## src/rtl/abdl_pkg.sv

```systemverilog
// Shared types and constants for the active bitmap delta lister.
// Used by the channel interfaces and by every module under rtl/.
package abdl_pkg;

    // Sizing
    localparam int MAX_SENONES = 4096;
    localparam int WORD_BITS   = 32;
    localparam int QUEUE_DEPTH = 2;

    // Fixed field widths
    localparam int IN_W    = 32;
    localparam int CFG_W   = 13;
    localparam int CNT_W   = 13;
    localparam int DELTA_W = 8;

    // Derived widths
    localparam int MAX_WORDS = (MAX_SENONES + WORD_BITS - 1) / WORD_BITS;
    localparam int IDX_W     = $clog2(MAX_SENONES);
    localparam int EFF_W     = $clog2(MAX_SENONES + 1);
    localparam int WP_W      = (MAX_WORDS > 1) ? $clog2(MAX_WORDS) : 1;
    localparam int POS_W     = $clog2(WORD_BITS);
    localparam int QPTR_W    = (QUEUE_DEPTH > 1) ? $clog2(QUEUE_DEPTH) : 1;
    localparam int QCNT_W    = $clog2(QUEUE_DEPTH + 1);

    // Constants
    localparam logic [CFG_W-1:0]   TOTAL_RESET = CFG_W'(MAX_SENONES);
    localparam logic [IDX_W-1:0]   GAP_LIMIT   = IDX_W'(255);
    localparam logic [CNT_W-1:0]   COUNT_MAX   = {CNT_W{1'b1}};

    // Register indexes
    localparam logic CFG_TOTAL_SENONES = 1'b0;
    localparam logic CFG_ALL_ACTIVE    = 1'b1;

    // Result kinds
    localparam logic KIND_DELTA = 1'b0;
    localparam logic KIND_END   = 1'b1;

    // One classified word handed from front to back
    typedef struct packed {
        logic [WORD_BITS-1:0] word;   // masked flags, zero in all-active mode
        logic [IDX_W-1:0]     base;   // index of bit 0
        logic                 last;   // word closes the scan
        logic                 all;    // all-active mode seen on this word
        logic [EFF_W-1:0]     eff;    // clamped senone count
        logic                 start;  // first word of a scan
    } t_work;

    // Queue status seen by both sides
    typedef struct packed {
        logic can_push;
        logic has_item;
    } t_q_status;

endpackage

```

## src/rtl/abdl_if.sv

```systemverilog
// Valid/ready channel interfaces: input words, result entries, config writes.
// Depends on abdl_pkg for field widths.
interface abdl_in_if;
    logic                          valid;
    logic                          ready;
    logic [abdl_pkg::IN_W-1:0]     flag_word;
    logic                          scan_start;
    modport source (output valid, flag_word, scan_start, input ready);
    modport sink   (input valid, flag_word, scan_start, output ready);
endinterface

interface abdl_out_if;
    logic                          valid;
    logic                          ready;
    logic                          entry_kind;
    logic [abdl_pkg::DELTA_W-1:0]  delta;
    logic [abdl_pkg::CNT_W-1:0]    list_length;
    logic                          run_last;
    modport source (output valid, entry_kind, delta, list_length, run_last, input ready);
    modport sink   (input valid, entry_kind, delta, list_length, run_last, output ready);
endinterface

interface abdl_cfg_if;
    logic                          valid;
    logic                          ready;
    logic                          index;
    logic [abdl_pkg::CFG_W-1:0]    data;
    modport source (output valid, index, data, input ready);
    modport sink   (input valid, index, data, output ready);
endinterface

```

## src/rtl/abdl_front.sv

```systemverilog
// Front end: accepts bitmap words, tracks scan position, masks and classifies.
// Depends on abdl_pkg and abdl_in_if.
module abdl_front (
    input  logic                        i_clk,
    input  logic                        i_rst_n,
    abdl_in_if.sink                     i_in,
    input  logic [abdl_pkg::CFG_W-1:0]  i_total_senones,
    input  logic                        i_all_active,
    input  abdl_pkg::t_q_status         i_qstat,
    output logic                        o_push,
    output abdl_pkg::t_work             o_work
);

    logic [abdl_pkg::WP_W-1:0]   r_wp, n_wp;
    logic                        r_fin, n_fin;
    logic [abdl_pkg::WP_W-1:0]   w_wp;
    logic                        w_fin;
    logic [abdl_pkg::EFF_W-1:0]  w_eff;
    logic [abdl_pkg::EFF_W:0]    w_base;
    logic [abdl_pkg::EFF_W:0]    w_next_base;
    logic                        w_last;
    logic [abdl_pkg::WORD_BITS-1:0] w_mask;
    logic                        w_accept;

    assign i_in.ready = i_qstat.can_push;
    assign w_accept   = i_in.valid & i_qstat.can_push;

    // Scan start clears position before the word is judged
    assign w_wp  = i_in.scan_start ? '0 : r_wp;
    assign w_fin = i_in.scan_start ? 1'b0 : r_fin;

    // Clamp count to 1..MAX_SENONES
    always_comb begin
        if (i_total_senones == '0) begin
            w_eff = abdl_pkg::EFF_W'(1);
        end else if (i_total_senones > abdl_pkg::CFG_W'(abdl_pkg::MAX_SENONES)) begin
            w_eff = abdl_pkg::EFF_W'(abdl_pkg::MAX_SENONES);
        end else begin
            w_eff = abdl_pkg::EFF_W'(i_total_senones);
        end
    end

    assign w_base      = (abdl_pkg::EFF_W+1)'(w_wp) * (abdl_pkg::EFF_W+1)'(abdl_pkg::WORD_BITS);
    assign w_next_base = w_base + (abdl_pkg::EFF_W+1)'(abdl_pkg::WORD_BITS);
    assign w_last      = w_next_base >= {1'b0, w_eff};

    // Keep only positions below the count
    always_comb begin
        for (int b = 0; b < abdl_pkg::WORD_BITS; b++) begin
            w_mask[b] = (w_base + (abdl_pkg::EFF_W+1)'(b)) < {1'b0, w_eff};
        end
    end

    always_comb begin
        o_work.word  = i_all_active ? '0 : (i_in.flag_word[abdl_pkg::WORD_BITS-1:0] & w_mask);
        o_work.base  = abdl_pkg::IDX_W'(w_base);
        o_work.last  = w_last;
        o_work.all   = i_all_active;
        o_work.eff   = w_eff;
        o_work.start = i_in.scan_start;
    end

    // Words after the end of a scan are dropped
    assign o_push = w_accept & ~w_fin;

    always_comb begin
        n_wp  = r_wp;
        n_fin = r_fin;
        if (w_accept) begin
            n_wp  = w_wp;
            n_fin = w_fin;
            if (!w_fin) begin
                if (w_last) begin
                    n_fin = 1'b1;
                end else begin
                    n_wp = w_wp + abdl_pkg::WP_W'(1);
                end
            end
        end
    end

    always_ff @(posedge i_clk) begin
        if (!i_rst_n) begin
            r_wp  <= '0;
            r_fin <= 1'b0;
        end else begin
            r_wp  <= n_wp;
            r_fin <= n_fin;
        end
    end

endmodule

```

## src/rtl/abdl_queue.sv

```systemverilog
// Short FIFO of classified words between front and back.
// Depends on abdl_pkg.
module abdl_queue (
    input  logic                 i_clk,
    input  logic                 i_rst_n,
    input  logic                 i_push,
    input  abdl_pkg::t_work      i_work,
    input  logic                 i_pop,
    output abdl_pkg::t_work      o_head,
    output abdl_pkg::t_q_status  o_status
);

    abdl_pkg::t_work               r_mem [abdl_pkg::QUEUE_DEPTH];
    logic [abdl_pkg::QPTR_W-1:0]   r_wr, r_rd;
    logic [abdl_pkg::QCNT_W-1:0]   r_cnt;
    logic                          w_push, w_pop;

    assign o_status.can_push = r_cnt != abdl_pkg::QCNT_W'(abdl_pkg::QUEUE_DEPTH);
    assign o_status.has_item = r_cnt != '0;
    assign w_push = i_push & o_status.can_push;
    assign w_pop  = i_pop & o_status.has_item;
    assign o_head = r_mem[r_rd];

    // Pointers and fill count
    always_ff @(posedge i_clk) begin
        if (!i_rst_n) begin
            r_wr  <= '0;
            r_rd  <= '0;
            r_cnt <= '0;
        end else begin
            if (w_push) begin
                r_wr <= (r_wr == abdl_pkg::QPTR_W'(abdl_pkg::QUEUE_DEPTH - 1)) ? '0 : r_wr + 1'b1;
            end
            if (w_pop) begin
                r_rd <= (r_rd == abdl_pkg::QPTR_W'(abdl_pkg::QUEUE_DEPTH - 1)) ? '0 : r_rd + 1'b1;
            end
            r_cnt <= r_cnt + abdl_pkg::QCNT_W'(w_push) - abdl_pkg::QCNT_W'(w_pop);
        end
    end

    // Entry storage
    always_ff @(posedge i_clk) begin
        if (w_push) begin
            r_mem[r_wr] <= i_work;
        end
    end

endmodule

```

## src/rtl/abdl_back.sv

```systemverilog
// Back end: walks set bits of a queued word, emits deltas, bridges and the close.
// Depends on abdl_pkg and abdl_out_if.
module abdl_back (
    input  logic                 i_clk,
    input  logic                 i_rst_n,
    input  abdl_pkg::t_work      i_head,
    input  abdl_pkg::t_q_status  i_qstat,
    output logic                 o_pop,
    abdl_out_if.source           o_out
);

    typedef enum logic [1:0] {
        BK_LOAD = 2'b01,
        BK_RUN  = 2'b10
    } t_back_state;

    t_back_state                     r_state, n_state;
    logic [abdl_pkg::WORD_BITS-1:0]  r_word, n_word;
    logic [abdl_pkg::IDX_W-1:0]      r_base, n_base;
    logic                            r_last, n_last;
    logic                            r_all, n_all;
    logic [abdl_pkg::EFF_W-1:0]      r_eff, n_eff;
    logic [abdl_pkg::IDX_W-1:0]      r_prev, n_prev;
    logic [abdl_pkg::CNT_W-1:0]      r_count, n_count;
    logic [abdl_pkg::IDX_W-1:0]      r_pend, n_pend;
    logic                            r_pend_v, n_pend_v;
    logic                            r_out_valid, n_out_valid;
    logic                            r_kind, n_kind;
    logic [abdl_pkg::DELTA_W-1:0]    r_delta, n_delta;
    logic [abdl_pkg::CNT_W-1:0]      r_len, n_len;
    logic                            r_run_last, n_run_last;

    logic                            w_adv;
    logic [abdl_pkg::POS_W-1:0]      w_pos;
    logic [abdl_pkg::IDX_W-1:0]      w_idx;
    logic [abdl_pkg::IDX_W-1:0]      w_gap;
    logic [abdl_pkg::IDX_W-1:0]      w_d;
    logic                            w_bridge;
    logic [abdl_pkg::WORD_BITS-1:0]  w_word_cl;
    logic [abdl_pkg::CNT_W-1:0]      w_count_inc;

    // Output register can take a new entry
    assign w_adv = ~r_out_valid | o_out.ready;

    // Lowest set bit
    always_comb begin
        w_pos = '0;
        for (int b = abdl_pkg::WORD_BITS - 1; b >= 0; b--) begin
            if (r_word[b]) begin
                w_pos = abdl_pkg::POS_W'(b);
            end
        end
    end

    assign w_idx       = r_base + abdl_pkg::IDX_W'(w_pos);
    assign w_gap       = (w_idx >= r_prev) ? (w_idx - r_prev) : '0;
    assign w_d         = r_pend_v ? r_pend : w_gap;
    assign w_bridge    = w_d > abdl_pkg::GAP_LIMIT;
    assign w_word_cl   = r_word & (r_word - abdl_pkg::WORD_BITS'(1));
    assign w_count_inc = (r_count != abdl_pkg::COUNT_MAX) ?
                         r_count + abdl_pkg::CNT_W'(1) : r_count;

    always_comb begin
        n_state     = r_state;
        n_word      = r_word;
        n_base      = r_base;
        n_last      = r_last;
        n_all       = r_all;
        n_eff       = r_eff;
        n_prev      = r_prev;
        n_count     = r_count;
        n_pend      = r_pend;
        n_pend_v    = r_pend_v;
        n_out_valid = w_adv ? 1'b0 : r_out_valid;
        n_kind      = r_kind;
        n_delta     = r_delta;
        n_len       = r_len;
        n_run_last  = r_run_last;
        o_pop       = 1'b0;

        unique case (r_state)
            // Take the next word; scan start resets list state
            BK_LOAD: begin
                if (i_qstat.has_item) begin
                    o_pop    = 1'b1;
                    n_word   = i_head.word;
                    n_base   = i_head.base;
                    n_last   = i_head.last;
                    n_all    = i_head.all;
                    n_eff    = i_head.eff;
                    n_pend_v = 1'b0;
                    if (i_head.start) begin
                        n_prev  = '0;
                        n_count = '0;
                    end
                    n_state = BK_RUN;
                end
            end
            // One entry per cycle while the output register is free
            BK_RUN: begin
                if (w_adv) begin
                    if (r_word != '0) begin
                        n_out_valid = 1'b1;
                        n_kind      = abdl_pkg::KIND_DELTA;
                        n_len       = '0;
                        n_count     = w_count_inc;
                        if (w_bridge) begin
                            n_delta    = abdl_pkg::DELTA_W'(abdl_pkg::GAP_LIMIT);
                            n_run_last = 1'b0;
                            n_pend     = w_d - abdl_pkg::GAP_LIMIT;
                            n_pend_v   = 1'b1;
                        end else begin
                            n_delta    = abdl_pkg::DELTA_W'(w_d);
                            n_run_last = (w_word_cl == '0) & ~r_last;
                            n_word     = w_word_cl;
                            n_prev     = w_idx;
                            n_pend_v   = 1'b0;
                            if ((w_word_cl == '0) && !r_last) begin
                                n_state = BK_LOAD;
                            end
                        end
                    end else if (r_last) begin
                        n_out_valid = 1'b1;
                        n_kind      = abdl_pkg::KIND_END;
                        n_delta     = '0;
                        n_len       = r_all ? abdl_pkg::CNT_W'(r_eff) : r_count;
                        n_run_last  = 1'b1;
                        n_state     = BK_LOAD;
                    end else begin
                        n_state = BK_LOAD;
                    end
                end
            end
            default: begin
                n_state = BK_LOAD;
            end
        endcase
    end

    // Control state
    always_ff @(posedge i_clk) begin
        if (!i_rst_n) begin
            r_state     <= BK_LOAD;
            r_prev      <= '0;
            r_count     <= '0;
            r_pend_v    <= 1'b0;
            r_out_valid <= 1'b0;
            r_word      <= '0;
            r_last      <= 1'b0;
        end else begin
            r_state     <= n_state;
            r_prev      <= n_prev;
            r_count     <= n_count;
            r_pend_v    <= n_pend_v;
            r_out_valid <= n_out_valid;
            r_word      <= n_word;
            r_last      <= n_last;
        end
    end

    // Payload
    always_ff @(posedge i_clk) begin
        r_base     <= n_base;
        r_all      <= n_all;
        r_eff      <= n_eff;
        r_pend     <= n_pend;
        r_kind     <= n_kind;
        r_delta    <= n_delta;
        r_len      <= n_len;
        r_run_last <= n_run_last;
    end

    assign o_out.valid       = r_out_valid;
    assign o_out.entry_kind  = r_kind;
    assign o_out.delta       = r_delta;
    assign o_out.list_length = r_len;
    assign o_out.run_last    = r_run_last;

endmodule

```

## src/rtl/active_bitmap_delta_lister.sv

```systemverilog
// Active bitmap delta lister: bitmap words in, delta list entries out.
// A word's first result is presented after it passes the queue, the back end's
// load state and its single output register. Per word the back end loads once,
// then emits one entry per delta, bridge or close while the output register is
// free, and later words wait in the queue. Reset (synchronous, active low)
// clears scan state and queue and sets total_senones to 4096, all_active to 0.
module active_bitmap_delta_lister (
    input  logic          i_clk,
    input  logic          i_rst_n,
    abdl_in_if.sink       i_in,
    abdl_out_if.source    o_out,
    abdl_cfg_if.sink      i_cfg
);

    logic [abdl_pkg::CFG_W-1:0]  r_total_senones;
    logic                        r_all_active;
    logic                        w_push;
    logic                        w_pop;
    abdl_pkg::t_work             w_work;
    abdl_pkg::t_work             w_head;
    abdl_pkg::t_q_status         w_qstat;

    // Configuration registers
    assign i_cfg.ready = 1'b1;

    always_ff @(posedge i_clk) begin
        if (!i_rst_n) begin
            r_total_senones <= abdl_pkg::TOTAL_RESET;
            r_all_active    <= 1'b0;
        end else if (i_cfg.valid) begin
            unique case (i_cfg.index)
                abdl_pkg::CFG_TOTAL_SENONES: r_total_senones <= i_cfg.data;
                abdl_pkg::CFG_ALL_ACTIVE:    r_all_active    <= i_cfg.data[0];
                default: begin
                end
            endcase
        end
    end

    abdl_front u_front (
        .i_clk           (i_clk),
        .i_rst_n         (i_rst_n),
        .i_in            (i_in),
        .i_total_senones (r_total_senones),
        .i_all_active    (r_all_active),
        .i_qstat         (w_qstat),
        .o_push          (w_push),
        .o_work          (w_work)
    );

    abdl_queue u_queue (
        .i_clk    (i_clk),
        .i_rst_n  (i_rst_n),
        .i_push   (w_push),
        .i_work   (w_work),
        .i_pop    (w_pop),
        .o_head   (w_head),
        .o_status (w_qstat)
    );

    abdl_back u_back (
        .i_clk   (i_clk),
        .i_rst_n (i_rst_n),
        .i_head  (w_head),
        .i_qstat (w_qstat),
        .o_pop   (w_pop),
        .o_out   (o_out)
    );

    // A word enters the queue only on an accepted request with room left
    a_push_ok: assert property (@(posedge i_clk) disable iff (!i_rst_n)
        w_push |-> (i_in.valid && i_in.ready && w_qstat.can_push))
        else $error("queue push without accepted request or room");

    // The back end pops only what is there
    a_pop_ok: assert property (@(posedge i_clk) disable iff (!i_rst_n)
        w_pop |-> w_qstat.has_item)
        else $error("queue pop while empty");

    // A closing entry ends its word's results and carries no delta
    a_close_form: assert property (@(posedge i_clk) disable iff (!i_rst_n)
        (o_out.valid && o_out.entry_kind == abdl_pkg::KIND_END)
            |-> (o_out.run_last && o_out.delta == '0))
        else $error("malformed closing entry");

    // A delta entry carries no length
    a_delta_form: assert property (@(posedge i_clk) disable iff (!i_rst_n)
        (o_out.valid && o_out.entry_kind == abdl_pkg::KIND_DELTA)
            |-> (o_out.list_length == '0))
        else $error("delta entry with nonzero length");

endmodule
```

## src/flat_wrapper.sv

```systemverilog
// flat-port wrapper written by rule: the top's interface ports become plain ports
module active_bitmap_delta_lister_flat 
  (i_clk, i_rst_n, i_in_valid, i_in_flag_word, i_in_scan_start, i_in_ready, o_out_valid, o_out_entry_kind, o_out_delta, o_out_list_length, o_out_run_last, o_out_ready, i_cfg_valid, i_cfg_index, i_cfg_data, i_cfg_ready);
  abdl_in_if i_in_i ();
  abdl_out_if o_out_i ();
  abdl_cfg_if i_cfg_i ();
  input  logic i_clk;
  input  logic i_rst_n;
  input wire logic [$bits(i_in_i.valid)-1:0] i_in_valid;
  input wire logic [$bits(i_in_i.flag_word)-1:0] i_in_flag_word;
  input wire logic [$bits(i_in_i.scan_start)-1:0] i_in_scan_start;
  output wire logic [$bits(i_in_i.ready)-1:0] i_in_ready;
  output wire logic [$bits(o_out_i.valid)-1:0] o_out_valid;
  output wire logic [$bits(o_out_i.entry_kind)-1:0] o_out_entry_kind;
  output wire logic [$bits(o_out_i.delta)-1:0] o_out_delta;
  output wire logic [$bits(o_out_i.list_length)-1:0] o_out_list_length;
  output wire logic [$bits(o_out_i.run_last)-1:0] o_out_run_last;
  input wire logic [$bits(o_out_i.ready)-1:0] o_out_ready;
  input wire logic [$bits(i_cfg_i.valid)-1:0] i_cfg_valid;
  input wire logic [$bits(i_cfg_i.index)-1:0] i_cfg_index;
  input wire logic [$bits(i_cfg_i.data)-1:0] i_cfg_data;
  output wire logic [$bits(i_cfg_i.ready)-1:0] i_cfg_ready;
  assign i_in_i.valid = i_in_valid;
  assign i_in_i.flag_word = i_in_flag_word;
  assign i_in_i.scan_start = i_in_scan_start;
  assign i_in_ready = i_in_i.ready;
  assign o_out_valid = o_out_i.valid;
  assign o_out_entry_kind = o_out_i.entry_kind;
  assign o_out_delta = o_out_i.delta;
  assign o_out_list_length = o_out_i.list_length;
  assign o_out_run_last = o_out_i.run_last;
  assign o_out_i.ready = o_out_ready;
  assign i_cfg_i.valid = i_cfg_valid;
  assign i_cfg_i.index = i_cfg_index;
  assign i_cfg_i.data = i_cfg_data;
  assign i_cfg_ready = i_cfg_i.ready;
  active_bitmap_delta_lister u_core (.i_clk(i_clk), .i_rst_n(i_rst_n), .i_in(i_in_i), .o_out(o_out_i), .i_cfg(i_cfg_i));
endmodule
```

## config.mk

```make
export PLATFORM = sky130hd
export DESIGN_NAME = active_bitmap_delta_lister_flat
export DESIGN_NICKNAME = d
export VERILOG_FILES = /design/src/rtl/abdl_pkg.sv /design/src/rtl/abdl_if.sv /design/src/rtl/abdl_front.sv /design/src/rtl/abdl_queue.sv /design/src/rtl/abdl_back.sv /design/src/rtl/active_bitmap_delta_lister.sv /design/src/flat_wrapper.sv
export SDC_FILE = /design/constraint.sdc
export NUM_CORES = 1
export LEC_CHECK = 0
export BUFFER_PORTS_ARGS = -buffer_cell sky130_fd_sc_hd__buf_2
export CORE_MARGIN = 2
export CORE_UTILIZATION = 30
export CTS_CLUSTER_DIAMETER = 120
export CTS_CLUSTER_SIZE = 8
export DETAILED_ROUTE_END_ITERATION = 12
export GPL_ROUTABILITY_DRIVEN = 1
export PLACE_DENSITY = 0.52
export SETUP_SLACK_MARGIN = 0.5
export SLEW_MARGIN = 15
export SYNTH_ARGS = -nofsm -noshare
export SYNTH_HDL_FRONTEND = slang
export SYNTH_SLANG_ARGS = --single-unit
export TNS_END_PERCENT = 5
```

## constraint.sdc

```tcl
create_clock -name i_clk -period 5.1 [get_ports i_clk]
set_input_delay 1.275 -clock i_clk [delete_from_list [all_inputs] [get_ports i_clk]]
set_output_delay 1.275 -clock i_clk [all_outputs]
set_load 0.01 [all_outputs]
```

Word-level counts from Yosys, hierarchy flattened
Memory sizes are Yosys's and may differ from the RTL's. A register that Yosys moved wholly into a read port is not among the register bits.
Index checks and enable logic that the tools add are counted.
{ "word_totals": {"register_bits": 149, "mem_bits_rw": 110, "input_bits": 52, "output_inout_bits": 26, "wordCells": 235, "mem_count": 1} }
{ "memory_table": {"columns": ["memory", "words", "width", "read_ports", "rd_clocked_by_memory_dff", "wr", "line_no", "source"], "rows": [
  ["u_core.u_queue.r_mem", 2, 55, 1, 1, 1, "abdl_queue.sv:13", "abdl_pkg::t_work r_mem [abdl_pkg::QUEUE_DEPTH];"]
]} }
{ "classes": {"n_addsub": 42, "n_lt_le_gt_ge": 36, "eq_ne": 12, "n_mux": 92, "n_bitwise": 12, "reduce_logical": 18} }
{ "op_table": {"columns": ["cell", "count"], "rows": [
  ["< comparator 13 bit", 31],
  ["adder 12 x 5 -> 13 bit (second input constant)", 16],
  ["2-to-1 mux 32 bit", 5],
  ["2-to-1 mux 5 bit", 32],
  ["2-to-1 mux 13 bit", 9],
  ["adder 12 x 4 -> 13 bit (second input constant)", 8],
  ["2-to-1 mux 12 bit", 7],
  ["bitwise AND 32 bit", 2],
  ["one-hot mux 32 bit (2 select lines)", 1],
  ["adder 12 x 3 -> 13 bit (second input constant)", 4],
  ["logical NOT 32 bit", 1],
  ["nonzero test 32 bit", 1],
  ["subtractor 32 x 1 -> 32 bit (second input constant)", 1],
  ["adder 12 x 2 -> 13 bit (second input constant)", 2],
  ["one-hot mux 13 bit (2 select lines)", 1],
  ["2-to-1 mux 8 bit", 3],
  ["one-hot mux 12 bit (2 select lines)", 1],
  ["2-to-1 mux 1 bit", 23],
  ["2-to-1 mux 7 bit", 3],
  ["adder 12 x 1 -> 13 bit (second input constant)", 1],
  ["adder 12 x 6 -> 13 bit (second input constant)", 1],
  ["adder 13 x 1 -> 13 bit (second input constant)", 1],
  [">= comparator 13 bit", 1],
  ["> comparator 13 bit (second input constant)", 1],
  ["31 further kinds", 56]
]} }

Longest topological paths before layout
Gate-level depths: netlist (run 1).
{ "logic_depth": {"ltp_word": 41, "mapped_depth": 21} }

By module
From an unflattened synthesis (run 1), not the netlist that was laid out.
{ "hier_totals": {"cells_unflattened": 1315, "hier_area_um2": 14272.4} }
{ "modules_own_cells": {"columns": ["module", "instances", "cells_each", "area_each_um2"], "rows": [
  ["abdl_back", 1, 794, 7163.1],
  ["abdl_queue", 1, 214, 4877.2],
  ["abdl_front", 1, 243, 1634.1],
  ["active_bitmap_delta_lister", 1, 64, 598.1]
]} }

Worst setup path after synthesis (run 1)
OpenSTA, ideal clock, no wires.
{ "synth_timing": {"path_type": "register to register", "startpoint": "reg u_core.u_back.r_word[28] in the netlist's numbering", "endpoint": "reg u_core.u_back.r_pend[0] in the netlist's numbering, enable pin", "setup_ns": 0.399, "arrival_ns": 4.513, "path_slack_ns": 0.188, "path_stages_with_launch": 17, "path_buffers": 1, "synth_period_minus_slack_ns": 4.912, "cell_sequence": "dfxtp_1 -> or2_2 -> o21ai_0 -> a211oi_1 -> o31ai_1 -> a21oi_1 -> o41a_1 -> o21ai_0 -> ha_1 -> nor2b_1 -> o2111ai_1 -> a31oi_1 -> a211o_1 -> o31a_1 -> nor4bb_1 -> buf_4 -> nor3_1"} }
{ "synth_between": {"elab_chain_len": 35, "word_cells_on_any_way": 37, "cone_classes": "add/sub (2); order compare (2); mux (31); reduce/logical (2)"} }
{ "synth_rtl": {"columns": ["item", "line_no", "source"], "rows": [
  ["start, declared", "abdl_back.sv:18", "logic [abdl_pkg::WORD_BITS-1:0] r_word, n_word;"],
  ["start signal, assigned", "abdl_back.sv:156", "r_word <= n_word;"],
  ["2-to-1 mux 5 bit (29 in a row)", "abdl_back.sv:49", "if (r_word[b]) begin"],
  ["adder 12 x 5 -> 12 bit", "abdl_back.sv:55", "assign w_idx = r_base + abdl_pkg::IDX_W'(w_pos);"],
  ["subtractor 12 bit or >= comparator 12 bit (tied branches)", "abdl_back.sv:56", "assign w_gap = (w_idx >= r_prev) ? (w_idx - r_prev) : '0;"],
  ["2-to-1 mux 12 bit", "abdl_back.sv:56", null],
  ["2-to-1 mux 12 bit", "abdl_back.sv:57", "assign w_d = r_pend_v ? r_pend : w_gap;"],
  ["> comparator 12 x 8 -> 1 bit", "abdl_back.sv:58", "assign w_bridge = w_d > abdl_pkg::GAP_LIMIT;"],
  ["AND reduction 4 bit (no source line) *", null, null],
  ["end signal, assigned", "abdl_back.sv:166", "r_pend <= n_pend;"],
  ["end, declared", "abdl_back.sv:25", "logic [abdl_pkg::IDX_W-1:0] r_pend, n_pend;"]
]} }
Mark *: on every way between the ends. The rest lies on a longest branch, timed or not.
A chain may end at the register's enable or synchronous reset.

Worst setup path after layout (run 1)
{ "layout_timing": {"startpoint": "reg u_core.u_back.r_word[28] in the netlist's numbering", "endpoint": "reg u_core.u_back.r_run_last (netlist: u_core.u_back.o_out.run_last) (data pin)"} }
{ "layout_between": {"elab_chain_len": 36, "word_cells_on_any_way": 42, "cone_classes": "add/sub (3); order compare (2); mux (33); bitwise (2); reduce/logical (2)"} }
{ "layout_rtl": {"columns": ["item", "line_no", "source"], "rows": [
  ["2-to-1 mux 5 bit (29 in a row)", "abdl_back.sv:49", null],
  ["adder 12 x 5 -> 12 bit", "abdl_back.sv:55", null],
  ["subtractor 12 bit or >= comparator 12 bit (tied branches)", "abdl_back.sv:56", null],
  ["2-to-1 mux 12 bit", "abdl_back.sv:56", null],
  ["2-to-1 mux 12 bit", "abdl_back.sv:57", null],
  ["> comparator 12 x 8 -> 1 bit", "abdl_back.sv:58", null],
  ["2-to-1 mux 1 bit", "abdl_back.sv:107", "if (w_bridge) begin"],
  ["2-to-1 mux 1 bit *", "abdl_back.sv:102", "if (r_word != '0) begin"],
  ["end signal, assigned", "abdl_back.sv:170", "r_run_last <= n_run_last;"],
  ["end, declared", "abdl_back.sv:31", "logic r_run_last, n_run_last;"]
]} }
Marked as above.

==> run summary, run 1 <==
Inserted Clock Buffers: 38
First-pass GRT wire length: 54300 um
Placed insts: 1795
Largest family of logic cells by synthesized area: simple AND/OR/NAND/NOR gates
Post-DP HPWL: 24500 um
Hold Violations, Final: 0
Post-Syn Area: 0.0128 sq mm
Critical path buffers and inverters: 3
DR pass1 iterations: 6
Final Slew Violations: 0
Largest net degree at the start of global routing: 59
Clock period minus worst slack: 4.44 ns
Outcome: finished, final reports clean
Std-Cell Rows: 75
RSZ-0062 raised after global routing: true
Via count: 9888
Clock Latency Late Sink: 0.55 ns
Delay-heaviest family, CP: compound AO/OA/AOI/OAI gates
Post-Synth Simple-Gate Area: 0.167
Hold slack: 0.480 ns
Post-synthesis cell count: 1208
Seq/Total Area, Yosys: 0.530
Setup Skew: 0.0258 ns
Routed Antenna Nets: 0
Fraction of layout cells with a size suffix above 1: 0.189
Slowest Stage Delay on Critical Path: 0.37 ns
Clock root buffer: clkbuf_16
Syn Nets: 1295
R2R Path End: u_core.u_back.o_out.run_last
Setup TNS: 0 ns
CP Launch Point: u_core.u_back.r_word[28]
Worst Hold End: u_core.u_back.r_prev[11]
Synth Area in Adders: 0.0365
Initial antenna violation count: 1
Core Util, Final: 0.360
Worst Path Required: 5.40 ns
Crit share post-route: 0.871
WL/cell: 18.8 um
Seq cells post-synth: 255
Netlist cell types: 84
CTS Buffer Depth: 3
Number of flops mapped to enable cells by yosys: 166
All-layer global routing usage: 0.157
Startpoint type of the worst setup path: register
FILL cells: 4163
Vias in the first global route: 9300
FF-to-FF setup slack: 0.66 ns
Max_slew headroom: 0.351
Most common cell on crit path: buf_4
Core ar.: 0.0419 sq mm
CP arrival: 4.74 ns
VDD IR max: 287 uV
Leakage: 5.57 nW
Area Growth Syn to Fin: 18.4%
Initial drt markers: 738
Xor and xnor area share after synthesis: 0.0192
F_max: 0.225 GHz
H-tree depth: 2
Total grt overflow: 0
Die Span Y: 210 um
CTS tree: yes
Initial core utilization: 0.304
Setup violations, final: 0
Worst-Margin Slew: 0.972 ns
Worst min path class: register to register
CP Cell Sequence: or2_4 > o21ai_2 > a211oi_1 > o31ai_1 > a21oi_1 > o41a_1 > o21ai_1 > buf_4 > ha_1 > nor2b_2 > o2111ai_2 > a31oi_1 > a211o_1 > o31a_1 > nor4bb_4 > buf_4 > buf_6 > and4_4 > or2_2
Buffers on Ports: 76
Worst-path fanout max: 8
Yosys Warn Count: 0
Die area: 0.0442 sq mm
Final nets: 1395
GP Congestion: 0.911
MaxCap Viol Count: 0
Ys flop type: edfxtp_1
Chip Width: 210 um
Fin cells: 1874
Reg2Reg Depth: 19
Routed wire length: 35100 um
HP Start: u_core.u_back.r_prev[11]
DRC: 0
Crit path kind: register to register
Post-synthesis mux area share: 0.0592
Ports: 78
Number of antenna diodes: 0
Register clock-pin slew on the reported worst setup and hold paths: 0.06 ns
Hold Path Depth: 2
Power Density: 669 mW/mm^2
Worst r2r src: u_core.u_back.r_word[28]
CP endpoint kind: register
Mean Syn Cell Area: 10.6 sq um
Clock sinks: 255
Fraction of registers with async set/reset: 0
Compound-gate portion of the synthesized area: 0.152
Vias/cell: 5.28
Critical path's slowest cell: dfxtp_4
-- state kept, by name, summed over array words and instances (netlist names), 2 cells and up, named ones only --
| signal | count |
|---|---|
| u_core.u_back.r_count | 13 |
| u_core.u_back.o_out.delta | 8 |
| u_core.u_back.r_prev | 12 |
| u_core.u_back.r_eff | 13 |
| u_core.u_front.r_wp | 7 |
| u_core.u_back.r_word | 32 |
| u_core.r_total_senones | 13 |
| u_core.u_queue.r_cnt | 2 |
| u_core.u_queue.r_mem | 110 |
| u_core.u_back.r_pend | 12 |
| u_core.u_back.r_state | 2 |
| u_core.u_back.o_out.list_length | 13 |
| u_core.u_back.r_base | 7 |
-- synthesized netlist by cell type (16+ instances only) --
master,n,area (sq um)
edfxtp_1,166,4980
nor2b_1,22,138
nor3_1,36,180
a21oi_1,52,260
clkbuf_1,48,180
dfxtp_1,89,1780
and3_1,24,150
mux2_2,36,405
a31oi_1,17,106
a21boi_0,20,150
ha_1,34,425
xor2_1,16,140
nor2_1,114,428
mux2i_1,35,350
nand2_1,96,360
nand3_1,57,285
inv_1,41,154
o21ai_0,52,260
-- worst max-delay path by stage --
stage | slack [ns] | depth (start not counted) | to
floorplan | 0.57 | 16 | u_core.u_back.r_pend[0]
global placement | 0.31 | 18 | u_core.u_back.r_word[27]
detailed placement | 0.21 | 16 | u_core.u_back.r_pend[4]
CTS | 0.47 | 18 | u_core.u_back.o_out.run_last
global route | 0.36 | 17 | u_core.u_back.r_pend[10]
finish | 0.66 | 19 | u_core.u_back.o_out.run_last
-- final cells by class --
cell class,instances,area (sq um),share of cell area
Sequential cell,255,6770,0.448
Multi-Input combinational cell,848,5640,0.373
Clock buffer,64,1070,0.0708
Timing Repair Buffer,123,774,0.0513
Tap cell,539,674,0.0446
Inverter,42,158,0.0104
Clock inverter,3,22.5,0.00149
-- kinds of logic after synthesis --
logic type / Yosys count
buffers and inverters: 106
XOR/XNOR: 28
adder cells (fa/ha/maj): 37
multiplexers: 71
AO/OA/AOI/OAI: 276
flip-flops: 255
AND/OR/NAND/NOR: 434
other: 1
-- cell usage in the layout, fill, tap and decap left out, types with 41 or more instances in the layout --
| cell type | Yosys | layout |
|---|---|---|
| a21oi_1 | 52 | 51 |
| buf_2 | 5 | 76 |
| buf_4 | 6 | 42 |
| dfxtp_1 | 89 | 87 |
| edfxtp_1 | 166 | 166 |
| inv_1 | 41 | 41 |
| nand2_1 | 96 | 96 |
| nand3_1 | 57 | 57 |
| nor2_1 | 114 | 110 |
| o21ai_0 | 52 | 50 |
-- what timing repair did --
item / 4_1_cts / 5_1_grt
pin swaps: 3 / 11
gates cloned: 2 / 1
endpoints found under the setup margin: 56 / 74
hold buffers: 0 / 0
hold endpoints to repair: 0 / 0
buffers inserted: 2 / 7
gates resized for setup: 8 / 15
-- metal layers --
| metal | up-vias | wire length [um] | share of wire | global-route usage |
|---|---|---|---|---|
| li1 | 4716 | - | - | - |
| met1 | 4753 | 16500 | 0.47 | 0.225 |
| met2 | 337 | 15500 | 0.44 | 0.237 |
| met4 | 2 | 1090 | 0.031 | 0.0555 |
| met3 | 80 | 2060 | 0.059 | 0.0296 |
| met5 | - | 13 | 0.00037 | 0 |
-- worst reg2reg max path, delay by kind of cell, from the launching register on --
kind	cells	cell delay, ns
and+or+nand+nor	5	1.00
DFF	1	0.37
adders and majority gates	1	0.25
AOI/OAI and AO/OA	10	2.11
buffers and inverters	3	0.46
-- where the power goes --
part	total [mW]	switching (mW)	internal [mW]
logic	4.71	2.85	1.85
clock network	2.34	0.924	1.42
registers	3.06	0.335	2.73
total	10.1	4.11	6.00
-- stage by stage --
stage / area, sq um / setup WS, ns / total power [mW]
3_3_place_gp: 13900 / 0.306 / 7.49
4_1_cts: 15000 / 0.470 / 9.99
6_report: 15100 / 0.660 / 10.1
2_1_floorplan: 12800 / 0.569 / 6.09
5_1_grt: 15100 / 0.364 / 10.7
3_5_place_dp: 13900 / 0.212 / 7.47
Note: power is estimated with default switching activity, not from simulation.
==> run 2, diff against run 1 <==
--- a/config.mk
+++ b/config.mk
@@ -6,7 +6,7 @@
 export NUM_CORES = 1
 export LEC_CHECK = 0
 export BUFFER_PORTS_ARGS = -buffer_cell sky130_fd_sc_hd__buf_2
-export CORE_MARGIN = 2
+export CORE_MARGIN = 5
 export CORE_UTILIZATION = 30
 export CTS_CLUSTER_DIAMETER = 120
 export CTS_CLUSTER_SIZE = 8
==> constraint.sdc (replaced) <==
create_clock -name i_clk -period 5.1 [get_ports i_clk]
set_input_delay 1.02 -clock i_clk [delete_from_list [all_inputs] [get_ports i_clk]]
set_output_delay 1.02 -clock i_clk [all_outputs]
set_load 0.01 [all_outputs]
==> run 2 against run 1 <==
Fmax rose by 0.35%. First-iteration DRC count rose by 14%. Critical path depth unchanged. Setup slack better by 0.015 ns. Utilization down 0.26 points. Routed wire length shrank 1.5%. Global-route usage shrank 1.1 points. Register-to-register slack better by 0.02 ns. Clock skew increased by 0.0027 ns. Final area fell by 0.51%. Count of clock-buffer cells in the layout is 1 higher. Sequential power is essentially flat.
==> run summary, run 2 (synthesis gave the netlist of run 1 again) <==
Fraction of layout cells with a size suffix above 1: 0.184
Total grt overflow: 0
GP Congestion: 0.938
Clock Latency Late Sink: 0.55 ns
Register clock-pin slew on the reported worst setup and hold paths: 0.07 ns
Core ar.: 0.0420 sq mm
All-layer global routing usage: 0.146
DR pass1 iterations: 5
Biggest regs: u_core.u_queue.r_mem (110), u_core.u_back.r_word (32)
WL/cell: 18.6 um
Max_slew headroom: 0.368
Startpoint type of the worst setup path: register
Worst-Margin Slew: 0.948 ns
Net Sw Frac: 0.405
Clock root buffer: clkbuf_16
Routed wire length: 34600 um
Psw: 4.09 mW
CP endpoint kind: register
Largest register FFs: 110
Largest net degree at the start of global routing: 56
Hold Violations, Final: 0
Clock power frac: 0.238
CTS tree: yes
Final nets: 1382
Hold buffer count at CTS: 0
Register share of total power: 0.304
Crit path kind: register to register
Vias/cell: 5.23
Total power: 10.1 mW
Die Span Y: 216 um
Largest Register: u_core.u_queue.r_mem
Routed Antenna Nets: 0
Std-Cell Rows: 75
Die area: 0.0468 sq mm
RSZ-0062 raised after global routing: false
VDD IR max: 380 uV
Power Density: 672 mW/mm^2
MaxCap Viol Count: 0
Worst-path fanout max: 7
Most common cell after layout, fill and taps aside: edfxtp_1
Setup TNS: 0 ns
Clock sinks: 255
P_int: 6.01 mW
CP arrival: 4.73 ns
Vias in the first global route: 9582
Post-DP HPWL: 24500 um
F_max: 0.226 GHz
Via count: 9742
Area Growth Syn to Fin: 17.8%
Commonest non-fill, non-tap cells in the layout: 166 x edfxtp_1, 109 x nor2_1, 95 x nand2_1
Final Slew Violations: 0
CP Launch Point: u_core.u_back.r_word[28]
Outcome: finished, final reports clean
Clock period minus worst slack: 4.42 ns
Ports: 78
Setup violations, final: 0
Worst r2r src: u_core.u_back.r_word[28]
Crit share post-route: 0.868
Inserted Clock Buffers: 38
Initial core utilization: 0.304
Initial drt markers: 844
CTS Buffer Depth: 3
Chip Width: 216 um
Worst Path Required: 5.40 ns
Hold slack: 0.480 ns
H-tree depth: 2
Buffers on Ports: 76
HP Start: u_core.r_total_senones[5]
Worst min path class: register to register
Number of antenna diodes: 0
Setup Skew: 0.0285 ns
DRC: 0
Leakage: 5.53 nW
Core Util, Final: 0.358
Comb power frac: 0.458
Initial antenna violation count: 0
First-pass GRT wire length: 55000 um
==> run 2: final timing paths <==
kind / endpoint / slack, ns / depth (start not counted)
min reg2reg: u_core.r_total_senones[5] / 0.48 / 2
max: u_core.u_back.o_out.run_last / 0.68 / 19
min: u_core.r_total_senones[5] / 0.48 / 2
max reg2reg: u_core.u_back.o_out.run_last / 0.68 / 19
==> run 2: final cells by class <==
class,count,area (sq um)
Fill cell,4238,27000
Sequential cell,255,6770
Multi-Input combinational cell,848,5660
Clock buffer,65,1080
Tap cell,539,674
Timing Repair Buffer,110,641
Inverter,42,158
Clock inverter,3,43.8
==> run 2: through the flow <==
stage	area [sq um]	worst slack (ns)	cells
finish	15000	0.676	1862
global placement	13700	0.478	1783
global route	15000	0.488	1862
detailed placement	13700	0.334	1783
CTS	14900	0.441	1851
floorplan	12800	0.569	1208
==> run 2: layer usage <==
layer | part of all wire | GRT usage
met3 | 0.063 | 0.0272
met4 | 0.035 | 0.0543
met2 | 0.44 | 0.223
met5 | 0 | 0
met1 | 0.46 | 0.207
==> run 2: what timing repair did <==
action | in CTS | in global routing
resized for setup | 6 | 20
gates cloned | 0 | 2
setup buffers | 0 | 9
hold endpoints to repair | 0 | 0
setup endpoints to repair | 28 | 74
pin swaps | 0 | 14
==> run 2: critical path: stages, from the launching register on <==
cell       delay, ns
dfxtp_4         0.36
or2_4           0.25
o21ai_2         0.10
a211oi_1        0.08
o31ai_1         0.26
a21oi_1         0.11
o41a_1          0.43
o21ai_1         0.16
buf_4           0.17
ha_4            0.20
nor2b_1         0.14
o2111ai_2       0.27
a31oi_2         0.14
a211o_1         0.30
o31a_1          0.31
nor4bb_4        0.16
buf_4           0.17
buf_6           0.13
and4_1          0.16
or2_2           0.27
==> run 2: power by group through the flow <==
stage          logic [mW]  registers (mW)  clock network (mW)
2_1_floorplan        3.17            2.92                   0
3_3_place_gp         4.27            3.10                   0
3_5_place_dp         4.24            3.10                   0
4_1_cts              4.30            3.06                2.48
5_1_grt              5.06            3.12                2.58
6_report             4.63            3.07                2.40
==> run 3, diff against run 2 <==
--- a/config.mk
+++ b/config.mk
@@ -6,6 +6,7 @@
 export NUM_CORES = 1
 export LEC_CHECK = 0
 export BUFFER_PORTS_ARGS = -buffer_cell sky130_fd_sc_hd__buf_2
+export CORE_ASPECT_RATIO = 0.75
 export CORE_MARGIN = 5
 export CORE_UTILIZATION = 30
 export CTS_CLUSTER_DIAMETER = 120
==> run 3 against run 2 <==
Sequential power hardly changed. Fmax rose by 0.87%. Cell count rose by 2.0%. Via count is 1.4% higher. Global-route usage increased by 0.16 points. Combinational power is 4.5% higher. Clock skew down 0.0060 ns.
==> run summary, run 3 (synthesis gave the netlist of run 1 again) <==
VDD IR max: 426 uV
H-tree depth: 2
Power Density: 676 mW/mm^2
Die area: 0.0468 sq mm
Routed wire length: 35800 um
Leakage: 5.56 nW
Worst-path fanout max: 8
Commonest non-fill, non-tap cells in the layout: 166 x edfxtp_1, 110 x nor2_1, 95 x nand2_1
Vias in the first global route: 9410
GP Congestion: 0.891
Largest net degree at the start of global routing: 55
WL/cell: 18.8 um
All-layer global routing usage: 0.148
Final nets: 1391
Initial drt markers: 959
Total grt overflow: 0
Clock Latency Late Sink: 0.54 ns
Worst Path Required: 5.34 ns
DR pass1 iterations: 5
Clock root buffer: clkbuf_16
Largest register FFs: 110
Initial core utilization: 0.304
HP Start: u_core.r_total_senones[9]
Area Growth Syn to Fin: 18.6%
Setup violations, final: 0
Chip Width: 248 um
CTS tree: yes
Post-route setup slack: 0.714 ns
CP Launch Point: u_core.u_back.r_word[28]
Pre-CTS setup slack: 0.128 ns
Placed insts: 1819
Ports: 78
Startpoint type of the worst setup path: register
CP endpoint kind: register
Hold Path Depth: 2
Die Span Y: 189 um
Inserted Clock Buffers: 37
Outcome: finished, final reports clean
Max_slew headroom: 0.434
Worst r2r src: u_core.u_back.r_word[28]
FILL cells: 4194
Number of antenna diodes: 0
Fin cells: 1900
Setup Skew: 0.0225 ns
Initial antenna violation count: 1
Via count: 9881
Fraction of layout cells with a size suffix above 1: 0.191
Hold Violations, Final: 0
Hold buffer count at CTS: 0
Worst-Margin Slew: 0.849 ns
Vias/cell: 5.20
Clock sinks: 255
Worst min path class: register to register
Std-Cell Rows: 65
Clock period minus worst slack: 4.39 ns
CTS Buffer Depth: 3
Routed Antenna Nets: 0
Register clock-pin slew on the reported worst setup and hold paths: 0.05 ns
Reg2Reg Depth: 18
CP arrival: 4.63 ns
Crit path kind: register to register
Final Slew Violations: 0
Hold slack: 0.487 ns
Total power: 10.2 mW
Buffers on Ports: 76
RSZ-0062 raised after global routing: false
Most common cell after layout, fill and taps aside: edfxtp_1
Core ar.: 0.0420 sq mm
Largest Register: u_core.u_queue.r_mem
First-pass GRT wire length: 55100 um
Post-DP HPWL: 25300 um
Setup TNS: 0 ns
Crit share post-route: 0.860
Biggest regs: u_core.u_queue.r_mem (110), u_core.u_back.r_word (32)
F_max: 0.228 GHz
MaxCap Viol Count: 0
DRC: 0
==> run 3: cell count changes in the layout (fill, tap and decap cells not counted), sizes merged <==
| cell | delta |
|---|---|
| buf | +10 |
| clkbuf | -2 |
| bufinv | -1 |
| clkinv | +1 |
==> run 3: layer usage <==
| layer | vias to the layer above | wire (um) | GRT usage |
|---|---|---|---|
| met1 | 4778 | 18000 | 0.232 |
| met5 | - | 0 | 0 |
| met2 | 339 | 14700 | 0.207 |
| met4 | 0 | 685 | 0.0335 |
| met3 | 53 | 2390 | 0.0292 |
| li1 | 4711 | - | - |
==> run 3: through the flow <==
step,utilization,cell area [sq um]
floorplan,-,12800
global placement,0.329,13800
detailed placement,0.329,13800
CTS,0.356,15000
global route,0.360,15100
finish,0.360,15100
==> run 3: cell type report <==
cell class | instances | area, sq um | area share
clock buffer | 63 | 1020 | 0.0676
timing repair buffer | 120 | 731 | 0.0483
sequential | 255 | 6770 | 0.447
clock inverter | 3 | 66.3 | 0.00438
inverter | 42 | 158 | 0.0104
multi-input combinational | 848 | 5680 | 0.375
tap | 569 | 712 | 0.0470
==> run 3: worst max-delay path, stage by stage (launching register included) <==
cell and delay [ns]:
dfxtp_4 0.36, or2_2 0.32, o21ai_2 0.11, a211oi_1 0.09, o31ai_1 0.26, a21oi_1 0.11
o41a_1 0.32, o21ai_1 0.18, buf_4 0.17, ha_4 0.20, nor2b_1 0.13, o2111ai_2 0.27
a31oi_1 0.16, a211o_1 0.32, o31a_1 0.31, nor4bb_4 0.18, buf_4 0.17, nor3_4 0.23
buf_4 0.21
==> run 3: power by group <==
group	switching, mW	internal, mW	leakage, nW
clock network	0.933	1.37	0.515
logic	2.93	1.91	2.74
registers	0.359	2.73	2.31
total	4.23	6.01	5.56
==> run 3: path summary, 6_finish.rpt <==
kind / to / slack, ns
worst max-delay path: u_core.u_back.r_pend[1] / 0.71
worst min-delay path: u_core.r_total_senones[9] / 0.49
worst max register to register: u_core.u_back.r_pend[1] / 0.71
worst min register to register: u_core.r_total_senones[9] / 0.49
==> run 3: timing repair <==
action,4_1_cts,5_1_grt
buffers inserted,3,10
pin swaps,2,14
cloned,0,2
setup endpoints to repair,54,72
gates resized for setup,7,25
